--- config.mk ---
export PLATFORM = sky130hd
export DESIGN_NAME = cif_ctrl
export DESIGN_NICKNAME = d
export VERILOG_FILES = /design/src/rtl/cif_pkg.sv /design/src/rtl/cif_ctrl.sv
export SDC_FILE = /design/constraint.sdc
export NUM_CORES = 1
export LEC_CHECK = 0
export BUFFER_PORTS_ARGS = -buffer_cell sky130_fd_sc_hd__clkbuf_2
export CAP_MARGIN = 20
export CORE_AREA = 10 10 47 49
export DETAILED_ROUTE_END_ITERATION = 16
export DIE_AREA = 0 0 57 59
export GPL_TIMING_DRIVEN = 1
export SLEW_MARGIN = 30
export SYNTH_ARGS = -nofsm -noshare
export SYNTH_HDL_FRONTEND = slang
export SYNTH_SLANG_ARGS = --single-unit
--- constraint.sdc ---
create_clock -name clk -period 3.15 [get_ports clk]
set_input_delay 0.4725 -clock clk [delete_from_list [all_inputs] [get_ports clk]]
set_output_delay 0.4725 -clock clk [all_outputs]
set_load 0.01 [all_outputs]
--- src/rtl/cif_pkg.sv ---
// ----------------------------------------------------------------------------
// CpG island content filter package
// Shared widths, character codes, register indexes, controller states and the
// command and status bundles between controller and datapath.
// ----------------------------------------------------------------------------
package cif_pkg;

    localparam int COUNT_BITS_DEF = 20;  // default counter width
    localparam int FIELD_W        = 20;  // width of the count fields of a result
    localparam int GC_W           = 17;  // min_gc, unsigned Q1.16
    localparam int OE_W           = 19;  // min_oe, unsigned Q3.16
    localparam int FRAC_BITS      = 16;  // fraction bits of both thresholds
    localparam int CFG_IDX_W      = 1;
    localparam int CFG_DATA_W     = 19;

    localparam logic [GC_W-1:0] MIN_GC_RESET = 17'd32768;
    localparam logic [OE_W-1:0] MIN_OE_RESET = 19'd39322;

    localparam logic [7:0] CHAR_C_UPPER = 8'h43;
    localparam logic [7:0] CHAR_C_LOWER = 8'h63;
    localparam logic [7:0] CHAR_G_UPPER = 8'h47;
    localparam logic [7:0] CHAR_G_LOWER = 8'h67;

    typedef enum logic [CFG_IDX_W-1:0] {
        CFG_MIN_GC = 1'b0,
        CFG_MIN_OE = 1'b1
    } cfg_idx_t;

    typedef enum logic [2:0] {
        S_COUNT,
        S_MUL1,
        S_MUL2,
        S_SUM,
        S_CMP
    } state_t;

    typedef struct packed {
        logic count_en;  // take one base into the counters
        logic mul1_en;   // first products from the counters
        logic mul2_en;   // split product of the ratio right side, GC compare
        logic sum_en;    // join the split product
        logic finish;    // load the result, clear the counters
    } cif_cmd_t;

    typedef struct packed {
        logic out_free;  // result register can take a new verdict
    } cif_stat_t;

endpackage

--- src/rtl/cif_ctrl.sv ---
// ----------------------------------------------------------------------------
// CpG island content filter controller
// Sequences counting and the multi-cycle verdict evaluation.
// ----------------------------------------------------------------------------
module cif_ctrl
    import cif_pkg::*;
(
    input  logic      clk,
    input  logic      rst_n,
    input  logic      in_valid,
    input  logic      last,
    output logic      in_ready,
    input  cif_stat_t stat,
    output cif_cmd_t  cmd
);

    state_t state_reg;
    state_t state_next;

    always_ff @(posedge clk or negedge rst_n)
    begin
        if (!rst_n)
        begin
            state_reg <= S_COUNT;
        end
        else
        begin
            state_reg <= state_next;
        end
    end

    always_comb
    begin
        state_next = state_reg;
        unique case (state_reg)
            S_COUNT:
            begin
                if (in_valid && last)
                begin
                    state_next = S_MUL1;
                end
            end
            S_MUL1:  state_next = S_MUL2;
            S_MUL2:  state_next = S_SUM;
            S_SUM:   state_next = S_CMP;
            S_CMP:
            begin
                if (stat.out_free)
                begin
                    state_next = S_COUNT;
                end
            end
            default: state_next = S_COUNT;
        endcase
    end

    always_comb
    begin
        in_ready     = 1'b0;
        cmd          = '0;
        unique case (state_reg)
            S_COUNT:
            begin
                in_ready     = 1'b1;
                cmd.count_en = in_valid;
            end
            S_MUL1:  cmd.mul1_en = 1'b1;
            S_MUL2:  cmd.mul2_en = 1'b1;
            S_SUM:   cmd.sum_en  = 1'b1;
            S_CMP:   cmd.finish  = stat.out_free;
            default: in_ready    = 1'b0;
        endcase
    end

endmodule

Word level (Yosys, flattened, before mapping):

Cells that the tools add are included.

* register bits after elaboration: 3
* input port bits: 5
* output and inout bits: 6
* RAM bits: 0
* logic and storage cells: 19
* bits in read-only memories: 0
* memories: 0
* latch bits: 0

* add/subtract/negate cells: 0
* multiply operators: 0
* mux-type cells: 9
* shift operators: 0
* equal/unequal tests: 6
* bitwise operators: 0
* reductions and logical operators: 3
* divide/modulo/power cells: 0
* order comparisons: 0

Operator list (count)
* $pmux 3 s5: 1
* $eq 3x2->1 const B: 2
* $mux 1: 6
* $mux 3: 2
* $ne 2x2->1 const B: 2
* $eq 3x1->1 const B: 1
* $eq 3x3->1 const B: 1
* $logic_not 3->1: 1
* $reduce_and 2->1: 1
* $logic_and 1x1->1: 1

Longest topological paths before layout:

* depth after elaboration: 3
* depth in mapped cells: 3
* gate-level depth less buffers: 2

Least setup slack after synthesis:

Ideal clock, no wire load.

* kind: flip-flop to output port
* from: reg state_reg[1]
* to: out cmd[4] in the netlist's numbering
* path buffers: 1
* data arrival time: 972 ps
* cell stages (with the launch flop): 4
* data required time: 2677 ps
* path slack: 1706 ps
* cell sequence: dfrtp_1 buf_12 nor3_2 and2_1

RTL lines
* start, declared: line cif_ctrl.sv:17 `state_t state_reg;`
* start signal, assigned: line cif_ctrl.sv:28 `state_reg <= state_next;`
* end, declared: line cif_ctrl.sv:14 `output cif_cmd_t cmd`

==> metrics.cfg <==
[pwr]
power_density_mw_per_mm2=1064
p_leak_nw=0.1264
ir_drop_uv=196.9

[detailed_routing]
viasPerCell=3.652
drtIter0Drc=0
wire_per_inst_um=10.87
routed_wl_um=500
vias=168
drt-pass1-iter-count=1
postRouteAntennaNets=0
drc=0

[floorplanning]
core_mm2=0.001401
die_w_um=57
die-area_mm2=0.003363
initial_core_util_pct=14.29
boundaryPins=11
fp.dieH_um=59
num_rows=14

[synth]
synth_common_cells=dfrtp_1, nor3_1, nor3b_1
syn_inst=19
syn_area_per_cell_um2=10.54
ys_ff_latch=3
synth.largest_area_cell=dfrtp_1
synth_area_um2=200.2
synth-main-ff-cell=dfrtp_1
synth_top_area_share_pct=37.50
synth_area_leaders=dfrtp_1, buf_12, nor3b_1
yosys_warnings=0
synth_edf_count=0
ys_seq_area_share_pct=37.50
synth.most_common_cell=dfrtp_1
syn-num-nets=24
synthDistinctLibCells=15
ys_async_sr_fraction_pct=100.0

[place]
port_buffers=10
place_congestion=0.6237
dp_hpwl_um=419.8
dp_cells=42

[clocking]
cts_buffer_depth=2
clk_pin_slew_worst_paths_ns=0.03
cts_setup_buffers=0
htree_levels=1
numCtsBuffers=3
cts.sink_count=3
clock-root-buffer=clkbuf_4
cts_hold_buf=0
cts_tree=built
cts_resized=0
clk_latency_ns=0.23

[worst_setup_path]
startpoint_type=flip-flop
required_ns=2.68
endpoint_kind=output pin
cp_max_fo=8
path_class=reg2out
arrival_ns=1.18

[worst_hold_path]
hold_path_class=in2async

[finish]
syn_to_final_growth_pct=31.87
seqCellArea_um2=75.07
nFillCells=170
nets=36
final_core_util_pct=18.84
drive_gt1_share_pct=50.00
multi_input_area_um2=92.59
stdcell_count=46
num_antenna_cells=0
largest_reg_flops=3

[sta]
slew_headroom_pct=81.02
period_share_pct=52.31
finalCriticalPeriod_ns=1.648
tns_ns=0
setup_viol=0
hold_ws_ns=0.03293
finalMaxSlewViolations=0
grt_setup_unrepaired=no
fin_skew_ns=0.001050
hold_violations=0
fmax_ghz=0.6069
tightestPinTransition_ns=0.2848

[grt]
grt_max_degree=9
track_usage_pct=3.544
grt_pass1_wl_um=759
grt_pass1_vias=196
grt_antenna_before_repair=0
grt_remaining_overflow=0

[run]
cap_viol_max_count=0

[status]
status=finished clean

==> routing by layer <==
metal	share of wire, %	vias up	global-route usage [%]
met2	53	6	4.341
met3	10	2	2.361
li1	-	84	-
met1	32	76	2.257
met5	0	-	0
met4	4.2	0	8.054
==> metrics by stage <==
stage	power [mW]	cell area [µm²]	setup slack (ns)
after floorplan	0.2048	200.2	1.706
after global placement	0.2150	237.7	1.744
after detailed placement	0.2194	237.7	1.726
after CTS	0.2889	264.0	1.478
after global routing	0.3076	264.0	1.434
final	0.2809	264.0	1.502
==> worst max-delay path, cell delays in order (launching register included) <==
cell      delay (ns)
dfrtp_1         0.46
nor3_2          0.22
and2_1          0.14
clkbuf_2        0.13
==> power breakdown <==
group          internal (mW)  total, mW  switching, mW
registers             0.0575     0.0996         0.0421
logic                 0.0618      0.116         0.0541
clock network         0.0473     0.0654         0.0180
total                  0.167      0.281          0.114
==> cell families (layout without fill, tap and decap cells) <==
| family | after synthesis | after routing | share of synthesized area (%) |
|---|---|---|---|
| DFF | 3 | 3 | 37.50 |
| and+or+nand+nor | 11 | 11 | 39.37 |
| AOI/OAI and AO/OA | 1 | 1 | 2.498 |
| buffers and inverters | 3 | 14 | 16.25 |
| xor gates and xnor gates | 1 | 1 | 4.376 |
==> final cells by class <==
| class | count | share of cell area (%) |
|---|---|---|
| Clock buffer | 4 | 9.953 |
| Multi-Input combinational cell | 13 | 35.07 |
| Sequential cell | 3 | 28.44 |
| Tap cell | 16 | 7.583 |
| Timing Repair Buffer | 10 | 18.96 |
==> worst paths after layout <==
check | to | start | slack, ns | cells after the start
setup / recovery | cmd[4] | state_reg[1] | 1.50 | 3
hold / removal | state_reg[0] | rst_n | 0.03 | 1
setup reg to reg | state_reg[2] | state_reg[1] | 2.12 | 2
hold reg to reg | state_reg[1] | state_reg[2] | 0.58 | 1
max in group asynchronous | state_reg[1] | rst_n | 3.01 | 1
min in group clk | state_reg[0] | last | 0.55 | 3
==> cells in the final DEF (no fill, tap or decap) <==
cell type / synthesis / layout
nor3b_1: 2 / 2
nor3_1: 2 / 2
clkbuf_1: 0 / 1
clkbuf_2: 0 / 10
dfrtp_1: 3 / 3
clkbuf_4: 0 / 3
nand2_1: 1 / 1
or2_1: 1 / 1
nor3_2: 1 / 1
and3b_1: 1 / 1
xnor2_1: 1 / 1
nor4b_2: 1 / 1
and2_1: 1 / 1
nor2_1: 1 / 1
a21oi_1: 1 / 1
Power figures use the tool's default switching activity.
